`config.mk`:
```
export PLATFORM = sky130hd
export DESIGN_NAME = tcw_fifo
export DESIGN_NICKNAME = d
export VERILOG_FILES = /design/src/hw/rtl/tcw_fifo.sv
export SDC_FILE = /design/constraint.sdc
export NUM_CORES = 1
export LEC_CHECK = 0
export ABC_CLOCK_PERIOD_IN_PS = 1400
export BUFFER_PORTS_ARGS = -buffer_cell sky130_fd_sc_hd__buf_2
export CAP_MARGIN = 20
export CORE_ASPECT_RATIO = 1.1
export CORE_MARGIN = 2
export CORE_UTILIZATION = 47
export CTS_BUF_LIST = sky130_fd_sc_hd__clkbuf_8
export DETAILED_ROUTE_END_ITERATION = 10
export HOLD_SLACK_MARGIN = 0.12
export PLACE_DENSITY = 0.8
export SLEW_MARGIN = 15
export SYNTH_ARGS = -nofsm -noshare
export SYNTH_HDL_FRONTEND = slang
export SYNTH_SLANG_ARGS = --single-unit
```
`constraint.sdc`:
```
create_clock -name clk -period 1.4 [get_ports clk]
set_input_delay 0.14 -clock clk [delete_from_list [all_inputs] [get_ports clk]]
set_output_delay 0.14 -clock clk [all_outputs]
set_load 0.01 [all_outputs]
```
`src/hw/rtl/tcw_fifo.sv`:
```
module tcw_fifo #(
  parameter int WIDTH = 8
) (
  input  logic             clk,
  input  logic             rst,
  input  logic             push,
  input  logic [WIDTH-1:0] wdata,
  output logic             full,
  input  logic             pop,
  output logic [WIDTH-1:0] rdata,
  output logic             empty
);

  logic [WIDTH-1:0] mem [2];
  logic             wptr;
  logic             rptr;
  logic [1:0]       count;
  logic             do_push;
  logic             do_pop;

  assign full    = (count == 2'd2);
  assign empty   = (count == 2'd0);
  assign do_push = push && !full;
  assign do_pop  = pop && !empty;
  assign rdata   = mem[rptr];

  // pointers and fill level
  always_ff @(posedge clk) begin
    if (rst) begin
      wptr  <= 1'b0;
      rptr  <= 1'b0;
      count <= 2'd0;
    end else begin
      if (do_push) begin
        wptr <= ~wptr;
      end
      if (do_pop) begin
        rptr <= ~rptr;
      end
      count <= count + 2'(do_push) - 2'(do_pop);
    end
  end

  // storage
  always_ff @(posedge clk) begin
    if (do_push) begin
      mem[wptr] <= wdata;
    end
  end

endmodule

```
== Word level (Yosys, flattened, before mapping) ==
Memory sizes are Yosys's and may differ from the RTL's. A register that Yosys moved wholly into a read port is not among the register bits.
Index checks and enable logic that the tools add are counted.
Widths: inputs -> output; s select.
Word-level totals
  output and inout bits: 10
  register bits: 4
  memories: 1
  RAM bits: 16
  input bits: 12
  word-level logic and storage cells: 18
Cells by class
  equal/unequal tests: 1
  mux-type cells: 4
  reductions and logical operators: 5
  $add $sub $neg: 2
  bitwise logic cells: 2
Memories
  mem: words 2, width 8, read ports 1, clocked after Yosys merged registers in 1, write ports 1, line 14  | logic [WIDTH-1:0] mem [2];
Operators by type and width (number)
  $mux 1: 4
  $add 2x1->2: 1
  $eq 2x2->1 const B: 1
  $logic_and 1x1->1: 2
  $logic_not 1->1: 2
  $logic_not 2->1: 1
  $not 1->1: 2
  $sub 2x1->2: 1

== Logic depth before layout (Yosys ltp) ==
  word-level depth: 5
  mapped depth: 8
  mapped depth without buffers: 8

== Least setup slack after synthesis ==
No wires, ideal clock.
  path kind: reg-to-reg
  from: register count[1]
  to: register count[1]
  path slack: -74 ps
  setup time: 78 ps
  cell stages (with the launch flop): 8
  path buffers: 0
  data arrival time: 1396 ps
  required time: 1322 ps
  cell sequence: dfxtp_1 -> o21a_2 -> ha_1 -> inv_1 -> ha_1 -> xor2_1 -> and2_1 -> nor3_1
Between the ends
  elaborated cells between the ends (all ways): 8
  classes of those cells: 2 x add/sub; 1 x eq/ne; 5 x reduce/logical
RTL lines
  from (decl): line 17  | logic [1:0] count;
  from (signal assigned): line 40  | count <= count + 2'(do_push) - 2'(do_pop);
  $logic_not 2->1: line 22  | assign empty = (count == 2'd0);
  $logic_not 1->1: line 24  | assign do_pop = pop && !empty;
  $logic_and 1x1->1: line 24
  net do_pop: line 19  | logic do_pop;
  $sub 2x1->2: line 40
The timed path passes the listed nets, and every way through them passes these cells.
A chain may end at the register's enable or synchronous reset.

== Final worst setup path ==
  from: register count[0]
  to: register count[1]
Between the ends
  word-level cells in the longest chain between the ends: 5
  elaborated cells between the ends (all ways): 8
  classes of those cells: 2 x add/sub; 1 x eq/ne; 5 x reduce/logical
Ends and longest elaborated chain
  $eq 2x2->1: line 21  | assign full = (count == 2'd2);
  $logic_not 1->1: line 23  | assign do_push = push && !full;
  $logic_and 1x1->1: line 23
  $add 2x1->2: line 40
  $sub 2x1->2 (*): line 40
Every way passes the cells marked *; elsewhere a longest branch is shown, timed or not.

==> summary.md <==
| Metric | Value |
|---|---|
| Status | `complete, but fails checks` |
| Failing checks | `setup timing` |
| Simple-Gate Fraction of Synth Area | `7.25%` |
| Layout net count | `around 110` |
| Register area share after synthesis | `71.6%` |
| Final Skew | `~0.0006 ns` |
| Post-DRT Antenna Nets | `0` |
| Port buffer count | `21` |
| Post-synth EDFFs | `16` |
| Slew HR | `between 80% and 90%` |
| Synth top area cells | `edfxtp_1 (59%), dfxtp_1 (12%), mux2_1 (6.9%)` |
| Leak | `around 0.51 nW` |
| Worst-path clk slew | `approximately 0.070 ns` |
| ANT cells | `0` |
| Mean routed wirelength per cell | `around 15 microns` |
| Post-synth ARST share | `0%` |
| CTS tree | `done` |
| H-tree levels | `1` |
| Crit-path max FO | `3` |
| DR iter-0 viols | `4` |
| Mux cell area share after synthesis | `between 10 and 15%` |
| Reg power frac | `a little over two fifths` |
| Total congestion overflow | `0` |
| Multi-input gate area | `~250 sq um` |
| Post-Synth XOR/XNOR Area | `under 10%` |
| Critical Path AT | `between 1.5 and 2 ns` |
| Clock share of power | `~18%` |
| Slack of the critical path | `-0.157 ns` |
| Hold crit path type | `in2reg` |
| Num ports | `22` |
| Worst slack, placed | `-0.117 ns` |
| Cell-by-cell trace of the critical path | `nand2b_4 -> nand2_2 -> ha_4 -> inv_1 -> ha_2 -> xor2_1 -> and2_4 -> nor3_2` |
| Area grow syn2layout | `47.8%` |
| Core area | `approximately 1600 sq um` |
| Initial core utilization | `about half` |
| Switching pwr | `between 600 and 700 uW` |
| Largest family of logic cells by synthesized area | `multiplexers` |
| Startpoint Class | `register` |
| Worst path max stage delay | `0.35 ns` |
| Layout cell share with drive strength beyond 1 | `53.2%` |
| Register Area | `approximately 590 sq um` |
| Via density | `roughly 5` |
| Placed instance area | `roughly 990 sq um` |
| Max Cap Violations | `0` |
| CTS root buf | `clkbuf_8` |
| Mapped Cells | `52` |
| Max rail drop VDD | `about 0.001 V` |
| First-pass GRT wire length | `2.21 mm` |
| HPWL Detailed | `roughly 1000 microns` |
| Sum of negative setup slack | `-0.312 ns` |
| Fillers | `about 100` |
| Remaining DRCs | `0` |
| Distinct cell type count after synthesis | `21` |
| Slowest-stage cell, CP | `dfxtp_2` |
| Compound-gate portion of the synthesized area | `2.31%` |
| Period minus WS final | `1.56 ns` |
| Primary FF master, synth | `edfxtp_1` |
| Final instance area | `about 1200 sq um` |
| Worst path required time | `approximately 1.6 ns` |
| Top-area cell type share of the netlist area | `between 50% and 60%` |
| Crit. End Element | `register` |
| Crit path kind | `reg2reg` |
| Final Hold Fails | `0` |
| Cell row count | `15` |
| CP delay by family, top | `simple AND/OR/NAND/NOR gates` |
| Post-Syn Area | `811 sq um` |
| Synth Area in Adders | `under 10%` |
| Mapped Nets | `between 60 and 70` |
| Top achievable clock speed | `approximately 640 MHz` |
| Pwr dens | `between 1500 and 2000 nW/um^2` |
| Yosys reg bits | `21` |
| RSZ-0062 raised after global routing | `yes` |
| Count leader, synth | `edfxtp_1` |
| Yosys warns | `0` |
| Synth top cells by count | `edfxtp_1 (16), dfxtp_1 (5), mux2_1 (5)` |
| Worst-Skew Late Latency | `0.25 ns` |
| Finish-stage setup viols | `9` |
| Sink Count | `21` |
| Tcrit/Tclk final | `111%` |
| CTS buffer count | `3` |
| Slew @ Worst Pin | `approximately 0.21 ns` |
| Vias in the first global route | `550` |
| Internal power | `around 1.5 mW` |
| DR vias | `between 500 and 600` |
| Largest net degree at the start of global routing | `12` |
| Total GRT Usage | `around 16%` |
| TritonRoute pass-1 iters | `2` |
| Sw frac | `between 20% and 30%` |
| Die height | `between 40 and 50 microns` |
| CTS max path bufs | `2` |
| Syn Area/Cell | `about 16 sq um` |
| Die Footprint | `between 2000 and 2500 sq um` |
| Die width | `43.6 microns` |
| Max-slew violation count | `0` |
| Initial antenna violation count | `0` |
| Comb pwr share | `about two fifths` |
| WL final | `approximately 1.6 mm` |
| Final Core Density | `about 75%` |
| Crit path buf inv count | `1` |
| Placer Congestion | `approximately 0.73` |
| Top cell type by total area after synthesis | `edfxtp_1` |
-- placed cells by master, fill, tap and decap left out, drive strengths merged --
| master | instances |
|---|---|
| buf | 30 |
| edfxtp | 16 |
| dlygate4sd3 | 9 |
| mux2 | 8 |
| inv | 5 |
| dfxtp | 5 |
| nor2 | 4 |
| clkbuf | 3 |
| ha | 2 |
| o21a | 1 |
| nand2b | 1 |
| nand2 | 1 |
| and3 | 1 |
| or3 | 1 |
| nor2b | 1 |
| xnor2 | 1 |
| o21ai | 1 |
| a21oi | 1 |
| xor2 | 1 |
| and2 | 1 |
| nor3 | 1 |
-- area by class of cell --
| cell class | instances | area share (%) |
|---|---|---|
| Clock inverter | 1 | 0.313 |
| Inverter | 4 | 1.25 |
| Tap cell | 17 | 1.77 |
| Multi-Input combinational cell | 26 | 21.0 |
| Timing Repair Buffer | 39 | 23.3 |
| Clock buffer | 3 | 3.44 |
| Sequential cell | 21 | 49.0 |
-- registers in the layout, indices dropped and copies added, names as in the netlist, named ones only --
name / cells
rptr: 1
wptr: 1
count: 2
mem: 16
-- worst min-delay path: cells and delay by family --
kind | cells | cell delay (ns)
AO/OA/AOI/OAI | 2 | 0.21
buffers and inverters | 2 | 0.16
-- cells by family (layout without fill, tap and decap cells) --
group                      after synthesis  count (layout)
AOI/OAI and AO/OA                        3               3
xor gates and xnor gates                 2               2
muxes                                    8               8
and+or+nand+nor                         11              11
adders and majority gates                2               2
buffers and inverters                    5              47
DFF                                     21              21
-- per-stage QoR --
step | power, mW | cells | hold slack (ns)
floorplan | 1.24 | 52 | 0.209
global placement | 1.51 | 95 | 0.328
detailed placement | 1.54 | 95 | 0.334
CTS | 1.97 | 109 | 0.269
global route | 2.20 | 111 | 0.378
finish | 2.08 | 111 | 0.301
-- power groups by stage --
stage                     Combinational, mW  Sequential [mW]  Clock (mW)
final                                 0.803            0.907       0.372
after global routing                  0.867            0.925       0.407
after CTS                             0.693            0.896       0.382
after detailed placement              0.635            0.903           0
after global placement                0.617            0.890           0
after floorplan                       0.379            0.857           0
-- layer usage --
| metal | wire length, microns | up-vias | GRT usage, % |
|---|---|---|---|
| li1 | - | 266 | - |
| met1 | 583 | 260 | 14.4 |
| met2 | 961 | 15 | 32.4 |
| met3 | 52 | 2 | 2.26 |
| met4 | 16 | 0 | 10.9 |
| met5 | 0 | - | 0 |
-- final timing paths --
kind	from	to	slack, ns	cells after the start
min reg2reg	wptr	wptr	0.49	2
max reg2reg	count[0]	count[1]	-0.16	8
max	count[0]	count[1]	-0.16	8
min	push	wptr	0.30	4
-- what timing repair did --
item | 4_1_cts | 5_1_grt
gates resized for setup | 5 | 9
setup endpoints to repair | 17 | 10
pin swaps | 0 | 4
buffers inserted | 1 | 2
hold buffers | 9 | 0
endpoints found under the hold margin | 21 | 0
No activity file was read; power rests on OpenSTA's default activity.
