--- src/hw/rtl/tcw_pkg.sv ---
package tcw_pkg;

  // field widths fixed by the interface
  localparam int KIND_W = 2;
  localparam int CHAR_W = 8;
  localparam int ATTR_W = 8;
  localparam int POS_W  = 11;
  localparam int CELL_W = CHAR_W + ATTR_W;

  // request kinds on the input port
  localparam logic [KIND_W-1:0] KIND_PUT   = 2'd0;
  localparam logic [KIND_W-1:0] KIND_BACK  = 2'd1;
  localparam logic [KIND_W-1:0] KIND_CLEAR = 2'd2;
  localparam logic [KIND_W-1:0] KIND_READ  = 2'd3;

  // character codes
  localparam logic [CHAR_W-1:0] CHAR_SPACE   = 8'h20;
  localparam logic [CHAR_W-1:0] CHAR_TILDE   = 8'h7E;
  localparam logic [CHAR_W-1:0] CHAR_NEWLINE = 8'h0A;

  localparam logic [ATTR_W-1:0] ATTR_RESET = 8'd7;

  // classified command passed from front to back
  typedef enum logic [2:0] {
    CMD_NOP,
    CMD_PUT,
    CMD_NEWLINE,
    CMD_BACK,
    CMD_CLEAR,
    CMD_READ
  } cmd_t;

  typedef struct packed {
    cmd_t              cmd;
    logic [CHAR_W-1:0] char_code;
    logic [POS_W-1:0]  cell_index;
  } cmd_req_t;

  typedef struct packed {
    logic [POS_W-1:0]  cursor_pos;
    logic [CHAR_W-1:0] cell_char;
    logic [ATTR_W-1:0] cell_attr;
  } res_t;

  // back end sequencer
  typedef enum logic [1:0] {
    ST_IDLE,
    ST_READ,
    ST_SCROLL,
    ST_FILL
  } back_state_t;

  // what a fill sweep is for
  typedef enum logic [1:0] {
    FILL_INIT,
    FILL_CLEAR,
    FILL_ROW
  } fill_mode_t;

endpackage

--- src/hw/rtl/tcw_front.sv ---
module tcw_front import tcw_pkg::*; (
  input  logic              push,
  output logic              full,
  input  logic [KIND_W-1:0] kind,
  input  logic [CHAR_W-1:0] char_code,
  input  logic [POS_W-1:0]  cell_index,
  input  logic              hold,
  input  logic              q_full,
  output logic              q_push,
  output cmd_req_t          q_data
);

  logic printable;

  // nothing enters while the queue is full or the screen is being initialized
  assign full   = q_full || hold;
  assign q_push = push && !full;

  assign printable = (char_code >= CHAR_SPACE) && (char_code <= CHAR_TILDE);

  // classify the request
  always_comb begin
    q_data.char_code  = char_code;
    q_data.cell_index = cell_index;
    unique case (kind)
      KIND_PUT: begin
        if (printable) begin
          q_data.cmd = CMD_PUT;
        end else if (char_code == CHAR_NEWLINE) begin
          q_data.cmd = CMD_NEWLINE;
        end else begin
          q_data.cmd = CMD_NOP;
        end
      end
      KIND_BACK:  q_data.cmd = CMD_BACK;
      KIND_CLEAR: q_data.cmd = CMD_CLEAR;
      KIND_READ:  q_data.cmd = CMD_READ;
      default:    q_data.cmd = CMD_NOP;
    endcase
  end

endmodule

--- config.mk ---
export PLATFORM = sky130hd
export DESIGN_NAME = tcw_front
export DESIGN_NICKNAME = d
export VERILOG_FILES = /design/src/hw/rtl/tcw_pkg.sv /design/src/hw/rtl/tcw_front.sv
export SDC_FILE = /design/constraint.sdc
export NUM_CORES = 1
export LEC_CHECK = 0
export BUFFER_PORTS_ARGS = -buffer_cell sky130_fd_sc_hd__buf_4
export CAP_MARGIN = 15
export CORE_AREA = 5 5 42 44
export DETAILED_ROUTE_END_ITERATION = 12
export DIE_AREA = 0 0 47 49
export GPL_TIMING_DRIVEN = 0
export SLEW_MARGIN = 25
export SYNTH_ARGS = -nofsm -noshare
export SYNTH_HDL_FRONTEND = slang
export SYNTH_SLANG_ARGS = --single-unit
--- constraint.sdc ---
create_clock -name vclk -period 0.8
set_clock_uncertainty 0.05 [all_clocks]
set_input_delay 0.08 -clock vclk [all_inputs]
set_output_delay 0.08 -clock vclk [all_outputs]
set_load 0.02 [all_outputs]
======== Word level (Yosys, flattened, before mapping) ========
Cells that the tools add are included.
word-level totals
  flip-flop bits (word level) ............. 0
  latch bits .............................. 0
  memory bits (writable) .................. 0
  memory bits (read-only) ................. 0
  bits of input ports ..................... 24
  output and inout port bits .............. 24
  memories kept ........................... 0
operators by class
  add/subtract/negate cells ............... 0
  $mul .................................... 0
  divide/modulo/power cells ............... 0
  magnitude comparators ................... 2
  equality and inequality tests ........... 4
  shift operators ......................... 0
  mux-type cells .......................... 3
  bitwise operators ....................... 0
  reduce and logical (&&, ||, !) cells .... 5
operator list
  kind                number
  $pmux 3 s4          1
  $eq 8x4->1 const B  1
  $ge 8x6->1 const B  1
  $le 8x7->1 const B  1
  $eq 2x2->1 const B  2
  $mux 2              2
  $eq 2x1->1 const B  1
  $logic_and 1x1->1   2
  $logic_not 2->1     1
  $logic_not 1->1     1
  $logic_or 1x1->1    1

======== Logic depth before layout (Yosys ltp) ========
Gate-level depths: netlist of run 1.
  depth after elaboration ................. 4
  gate-level depth with buffers ........... 3
  depth with buffers taken out ............ 3

======== Worst setup path before layout of run 1 ========
No wires, ideal clock.
  path type ............................... input -> output
  from .................................... input port char_code[6]
  to ...................................... output port q_data[19] (netlist bit)
  arrival ................................. 980 ps
  required time ........................... 670 ps
  path slack .............................. -310 ps
  cell stages on the path ................. 3
  path buffers ............................ 0
  cells stage by stage .................... nand4_1 nor2_1 o41ai_1
RTL lines
  what             line             text
  start, declared  tcw_front.sv:5   input logic [CHAR_W-1:0] char_code,
  end, declared    tcw_front.sv:10  output cmd_req_t q_data

==> impl_metrics.sql, run 1 <==
INSERT INTO impl_metrics (metric_group, metric, value, unit) VALUES
('status', 'outcome', 'finished with violations', ''),
('status', 'failed_checks', 'setup timing', ''),
('worst_setup_path', 'worstSetupPathType', 'input port to output port', ''),
('flow_run', 'maximum_capacitance_violations', '0', ''),
('min_path', 'end_point_of_the_most_critical_hold_path', 'q_data[8]', ''),
('drt', 'routed_wl', '851', 'um'),
('global_routing', 'maximum_number_of_pins_on_one_net_before_global_route_repair', '4', ''),
('timing', 'period_needed', '989', 'ps'),
('final_layout', 'final_core_utilization', '41.3', '%'),
('min_path', 'hold-path-cell-count', '2', ''),
('synthesis', 'synth.avg_cell_area', '6.53', 'um2'),
('min_path', 'worst_hold_startpoint', 'cell_index[8]', ''),
('final_layout', 'regArea', '0', 'um2'),
('die', 'fp.coreArea', '1400', 'um2'),
('final_layout', 'seq_cell_count', '0', ''),
('power_and_ir_drop', 'pwr_density_cell', '628', 'nW/um2'),
('synthesis', 'ys_top_cells_by_area', 'sky130_fd_sc_hd__buf_4, sky130_fd_sc_hd__nand4_1, sky130_fd_sc_hd__nor2_1', ''),
('worst_setup_path', 'crit_path_end_kind', 'output port', ''),
('timing', 'holdWs', '308', 'ps'),
('placement', 'dpl_cell_area', '527', 'um2'),
('power_and_ir_drop', 'peakVddDrop', '0.266', 'mV'),
('drt', 'post-route-drc-count', '0', ''),
('worst_setup_path', 'timing.critical_path.arrival', '860', 'ps'),
('timing', 'final_min_period_over_clock_period', '124', '%'),
('final_layout', 'drive_gt1_share', '89.9', '%'),
('power_and_ir_drop', 'switching_share', '43.8', '%'),
('power_and_ir_drop', 'switching_power', '159', 'uW'),
('final_layout', 'fin_area', '578', 'um2'),
('die', 'initial_core_util', '14.9', '%'),
('drt', 'avgRoutedWirePerCell', '10.0', 'um'),
('drt', 'drt_first_iter_violations', '0', ''),
('timing', 'timing.final.max_slew_violations', '0', ''),
('drt', 'antenna_left', '0', ''),
('global_routing', 'number_of_antenna_violations_at_the_first_check_in_global_routing', '0', ''),
('clock_network', 'cts_setup_buffers', '0', ''),
('placement', 'gp_congestion', '0.614', ''),
('global_routing', 'total_grt_usage', '6.95', '%'),
('die', 'dieArea', '2300', 'um2'),
('die', 'floorplan.die.width', '47', 'um'),
('timing', 'max_slew.worst_pin.slew', '244', 'ps'),
('drt', 'detailroute.via_count', '329', ''),
('timing', 'max_slew_margin', '83.6', '%'),
('synthesis', 'syn-instance-count', '32', ''),
('synthesis', 'synthDominantCellAreaShare', '68.3', '%'),
('synthesis', 'ys.warnings.count', '0', ''),
('worst_setup_path', 'critical_path_required', '670', 'ps'),
('synthesis', 'post_synth_instance_area', '209', 'um2'),
('final_layout', 'number_of_diodes_added_for_antenna_fixing', '0', ''),
('worst_setup_path', 'critPathMaxFanout', '3', ''),
('synthesis', 'yosys.area.top_type', 'sky130_fd_sc_hd__buf_4', ''),
('power_and_ir_drop', 'clock_power_share', '0', '%'),
('final_layout', 'flow.area_growth_from_synthesis', '177', '%'),
('timing', 'layout_setup_ws', '-189', 'ps'),
('final_layout', 'finalNetCount', '95', ''),
('timing', 'max_freq', '1.01', 'GHz'),
('timing', 'finalSetupViolations', '2', ''),
('final_layout', 'top_library_cells_by_usage_in_the_layout_fill_and_taps_aside', 'sky130_fd_sc_hd__buf_4, sky130_fd_sc_hd__buf_6', ''),
('placement', 'port-buffer-count', '37', ''),
('global_routing', 'grt_remaining_overflow', '0', ''),
('power_and_ir_drop', 'total_leakage_power', '0.311', 'nW'),
('power_and_ir_drop', 'pint', '204', 'uW'),
('final_layout', 'layout.cells.most_common', 'sky130_fd_sc_hd__buf_4', ''),
('die', 'floorplan.rows', '14', ''),
('timing', 'finalHoldViolCount', '0', ''),
('placement', 'dpl_worst_slack', '-231', 'ps'),
('die', 'die_h', '49', 'um'),
('drt', 'avgViaCountPerCell', '3.87', ''),
('synthesis', 'postSynthNetCount', '56', ''),
('drt', 'detailedRoute.firstPassIterationCount', '1', ''),
('power_and_ir_drop', 'p_comb_share', '100.0', '%'),
('global_routing', 'grt_first_pass_wirelength', '1.30', 'mm'),
('power_and_ir_drop', 'seq_power_share', '0', '%'),
('clock_network', 'cts_hold_buf', '0', ''),
('min_path', 'hold_path_class', 'input port to output port', ''),
('global_routing', 'number_of_global_route_vias_before_repair', '362', ''),
('synthesis', 'seq_area_frac_synth', '0', '%'),
('final_layout', 'final.clkbuf_count', '0', ''),
('worst_setup_path', 'cp-start-kind', 'input port', ''),
('die', 'ioPinCount', '48', ''),
('synthesis', 'synth.distinct_cells', '10', ''),
('timing', 'grt_setup_unrepaired', 'yes', '');
==> how the worst max path moves through the flow <==
stage | slack [ps] | start | cells after the start | end
2_1_floorplan | -50 | char_code[6] | 3 | q_data[19]
3_3_place_gp | -210 | char_code[0] | 5 | q_data[20]
3_5_place_dp | -230 | char_code[0] | 5 | q_data[20]
4_1_cts | -220 | char_code[4] | 5 | q_data[20]
5_1_grt | -280 | char_code[0] | 5 | q_data[20]
6_report | -190 | char_code[0] | 5 | q_data[20]
==> worst max-delay path, stage by stage <==
cell	delay (ps)
sky130_fd_sc_hd__buf_8	100
sky130_fd_sc_hd__nor4_4	260
sky130_fd_sc_hd__nand4_1	130
sky130_fd_sc_hd__a21oi_2	160
sky130_fd_sc_hd__buf_6	130
==> logic make-up (layout without fill, tap and decap cells) <==
family                 after synthesis  after routing  share of synthesized area [%]
buffers and inverters               22             59                           73.7
and+or+nand+nor                      8              8                           19.8
AOI/OAI and AO/OA                    2              2                           6.59
==> timing repair <==
action	4_1_cts	5_1_grt
hold endpoints to repair	0	0
pin swaps	4	4
resized for setup	10	2
setup endpoints to repair	3	3
==> metrics by stage <==
step | cells | total power, mW | setup TNS (ps)
finish | 85 | 0.363 | -306
global route | 85 | 0.387 | -439
CTS | 85 | 0.363 | -353
detailed placement | 85 | 0.341 | -412
global placement | 85 | 0.338 | -371
floorplan | 32 | 0.178 | -81.0
==> area by class of cell <==
class / count / area (um2)
Inverter: 2 / 7.51
Multi-Input combinational cell: 10 / 96.3
Fill cell: 145 / 823
Tap cell: 16 / 20.0
Timing Repair Buffer: 37 / 308
Buffer: 20 / 146
==> power groups by stage <==
stage,Sequential [mW],Combinational [mW],Clock (mW)
after floorplan,0,0.178,0
after global placement,0,0.338,0
after detailed placement,0,0.341,0
after CTS,0,0.363,0
after global routing,0,0.387,0
final,0,0.363,0
==> routing by layer <==
metal	track usage, %	share of wire (%)	routed length, um
met5	0	0	0
met4	0	0	0
met3	2.58	22	184
met2	12.2	43	362
met1	8.26	36	304
==> synth_stat cells <==
cell type,instances
sky130_fd_sc_hd__a21oi_1,1
sky130_fd_sc_hd__or2_2,1
sky130_fd_sc_hd__nor2_1,3
sky130_fd_sc_hd__buf_4,19
sky130_fd_sc_hd__clkbuf_1,1
sky130_fd_sc_hd__nand3_1,1
sky130_fd_sc_hd__nor4_1,1
sky130_fd_sc_hd__nand4_1,2
sky130_fd_sc_hd__inv_1,2
sky130_fd_sc_hd__o41ai_1,1
No activity file was read; power rests on OpenSTA's default activity.
==> run 2, diff against run 1 <==
--- a/config.mk
+++ b/config.mk
@@ -6,12 +6,12 @@
 export NUM_CORES = 1
 export LEC_CHECK = 0
 export BUFFER_PORTS_ARGS = -buffer_cell sky130_fd_sc_hd__buf_4
-export CAP_MARGIN = 15
 export CORE_AREA = 5 5 42 44
 export DETAILED_ROUTE_END_ITERATION = 12
 export DIE_AREA = 0 0 47 49
 export GPL_TIMING_DRIVEN = 0
-export SLEW_MARGIN = 25
+export RECOVER_POWER = 25
+export SLEW_MARGIN = 0
 export SYNTH_ARGS = -nofsm -noshare
 export SYNTH_HDL_FRONTEND = slang
 export SYNTH_SLANG_ARGS = --single-unit
==> run 2 against run 1 <==
Effect of this change: the flow still finishes with violations (setup timing); hold slack did not move; first-iteration DRC count is the same; non-clock buffer count did not move; largest cell class unchanged; setup slack unchanged; critical path type unchanged; global-route usage did not move; critical endpoint unchanged; cell area shrank 3.2%; total power fell by 3.2%; maximum frequency is the same; combinational power decreased by 3%; critical path depth unchanged.
==> impl_metrics.sql, run 2 (synthesis gave the netlist of run 1 again) <==
INSERT INTO impl_metrics (metric_group, metric, value, unit) VALUES
('drt', 'avgRoutedWirePerCell', '9.99', 'um'),
('timing', 'grt_setup_unrepaired', 'yes', ''),
('final_layout', 'number_of_diodes_added_for_antenna_fixing', '0', ''),
('drt', 'avgViaCountPerCell', '3.87', ''),
('worst_setup_path', 'crit_path_end_kind', 'output port', ''),
('power_and_ir_drop', 'total_leakage_power', '0.293', 'nW'),
('timing', 'final_min_period_over_clock_period', '124', '%'),
('global_routing', 'grt_first_pass_wirelength', '1.30', 'mm'),
('min_path', 'hold_path_class', 'input port to output port', ''),
('final_layout', 'top_library_cells_by_usage_in_the_layout_fill_and_taps_aside', 'sky130_fd_sc_hd__buf_4, sky130_fd_sc_hd__clkbuf_1, sky130_fd_sc_hd__buf_6', ''),
('min_path', 'worst_hold_startpoint', 'cell_index[8]', ''),
('die', 'dieArea', '2300', 'um2'),
('status', 'outcome', 'finished with violations', ''),
('min_path', 'end_point_of_the_most_critical_hold_path', 'q_data[8]', ''),
('die', 'fp.coreArea', '1400', 'um2'),
('final_layout', 'layout.cells.most_common', 'sky130_fd_sc_hd__buf_4', ''),
('global_routing', 'number_of_antenna_violations_at_the_first_check_in_global_routing', '0', ''),
('final_layout', 'post_layout_nonfiller_instances', '85', ''),
('final_layout', 'finalNetCount', '95', ''),
('placement', 'gp_congestion', '0.614', ''),
('flow_run', 'maximum_capacitance_violations', '0', ''),
('drt', 'detailedRoute.firstPassIterationCount', '1', ''),
('timing', 'layout_setup_ws', '-189', 'ps'),
('power_and_ir_drop', 'clock_power_share', '0', '%'),
('final_layout', 'regArea', '0', 'um2'),
('power_and_ir_drop', 'p_comb_share', '100.0', '%'),
('status', 'failed_checks', 'setup timing', ''),
('global_routing', 'grt_remaining_overflow', '0', ''),
('power_and_ir_drop', 'pint', '193', 'uW'),
('timing', 'max_freq', '1.01', 'GHz'),
('placement', 'port-buffer-count', '37', ''),
('placement', 'numPlacedInstances', '85', ''),
('final_layout', 'drive_gt1_share', '82.6', '%'),
('worst_setup_path', 'worstSetupPathType', 'input port to output port', ''),
('die', 'floorplan.rows', '14', ''),
('final_layout', 'area_used_by_multi_input_combinational_logic', '96.3', 'um2'),
('power_and_ir_drop', 'pwr_density_cell', '628', 'nW/um2'),
('worst_setup_path', 'timing.critical_path.arrival', '860', 'ps'),
('placement', 'dpl_worst_slack', '-231', 'ps'),
('timing', 'timing.final.max_slew_violations', '0', ''),
('timing', 'period_needed', '989', 'ps'),
('worst_setup_path', 'critPathLaunch', 'char_code[0]', ''),
('die', 'die_h', '49', 'um'),
('power_and_ir_drop', 'total_power', '351', 'uW'),
('die', 'ioPinCount', '48', ''),
('timing', 'finalSetupViolations', '2', ''),
('final_layout', 'filler_cell_count', '151', ''),
('final_layout', 'final.clkbuf_count', '0', ''),
('worst_setup_path', 'critical_path_required', '670', 'ps'),
('power_and_ir_drop', 'seq_power_share', '0', '%'),
('timing', 'max_slew.worst_pin.slew', '244', 'ps'),
('worst_setup_path', 'cp-start-kind', 'input port', ''),
('drt', 'post-route-drc-count', '0', ''),
('timing', 'finalHoldViolCount', '0', ''),
('timing', 'setup_tns', '-306', 'ps'),
('final_layout', 'seq_cell_count', '0', ''),
('worst_setup_path', 'critPathMaxFanout', '3', ''),
('global_routing', 'number_of_global_route_vias_before_repair', '362', ''),
('power_and_ir_drop', 'switching_power', '158', 'uW'),
('global_routing', 'maximum_number_of_pins_on_one_net_before_global_route_repair', '4', ''),
('global_routing', 'total_grt_usage', '6.95', '%'),
('drt', 'detailroute.via_count', '329', ''),
('power_and_ir_drop', 'switching_share', '45.0', '%'),
('final_layout', 'flow.area_growth_from_synthesis', '168', '%'),
('drt', 'drt_first_iter_violations', '0', ''),
('die', 'floorplan.die.width', '47', 'um'),
('drt', 'antenna_left', '0', ''),
('die', 'initial_core_util', '14.9', '%'),
('drt', 'routed_wl', '849', 'um'),
('timing', 'max_slew_margin', '83.6', '%'),
('min_path', 'hold-path-cell-count', '2', ''),
('power_and_ir_drop', 'peakVddDrop', '0.251', 'mV');
==> run 2: cell types whose count changed in the layout (fill, tap and decap cells not counted) <==
cell / change
sky130_fd_sc_hd__buf_4: -5
sky130_fd_sc_hd__clkbuf_1: +5
==> run 2: through the flow <==
stage	area, um2	utilization (%)	hold slack [ps]
after floorplan	229	-	152
after global placement	527	37.6	308
after detailed placement	527	37.6	309
after CTS	569	40.6	310
after global routing	559	39.9	319
final	559	39.9	308
==> run 2: repair_timing <==
action                     4_1_cts  5_1_grt
gates resized for setup         10        2
buffers inserted                 0        0
pin swaps                        4        4
setup endpoints to repair        3        3
hold buffers                     0        0
==> run 2: routing by layer <==
layer  part of all wire, %  track usage (%)  wire length, um
met5                     0                0                0
met4                     0                0                0
met3                    21             2.58              182
met2                    42             12.2              360
met1                    36             8.26              306
==> run 2: how the worst max path moves through the flow <==
stage,to,slack (ps),depth (start not counted)
2_1_floorplan,q_data[19],-50,3
3_3_place_gp,q_data[20],-210,5
3_5_place_dp,q_data[20],-230,5
4_1_cts,q_data[20],-220,5
5_1_grt,q_data[20],-280,5
6_report,q_data[20],-190,5
==> run 2: area by class of cell <==
cell class / count / share of cell area [%]
well taps: 16 / 3.58
plain buffers: 20 / 26.2
multi-input cells: 10 / 17.2
repair buffers: 37 / 51.7
inverters: 2 / 1.34
==> run 2: power by group through the flow <==
stage	clock network, mW	logic [mW]	registers [mW]
2_1_floorplan	0	0.178	0
3_3_place_gp	0	0.338	0
3_5_place_dp	0	0.341	0
4_1_cts	0	0.363	0
5_1_grt	0	0.375	0
6_report	0	0.351	0
==> run 2: worst max-delay path: stages <==
cell,delay (ps)
sky130_fd_sc_hd__buf_8,100
sky130_fd_sc_hd__nor4_4,260
sky130_fd_sc_hd__nand4_1,130
sky130_fd_sc_hd__a21oi_2,160
sky130_fd_sc_hd__buf_6,130
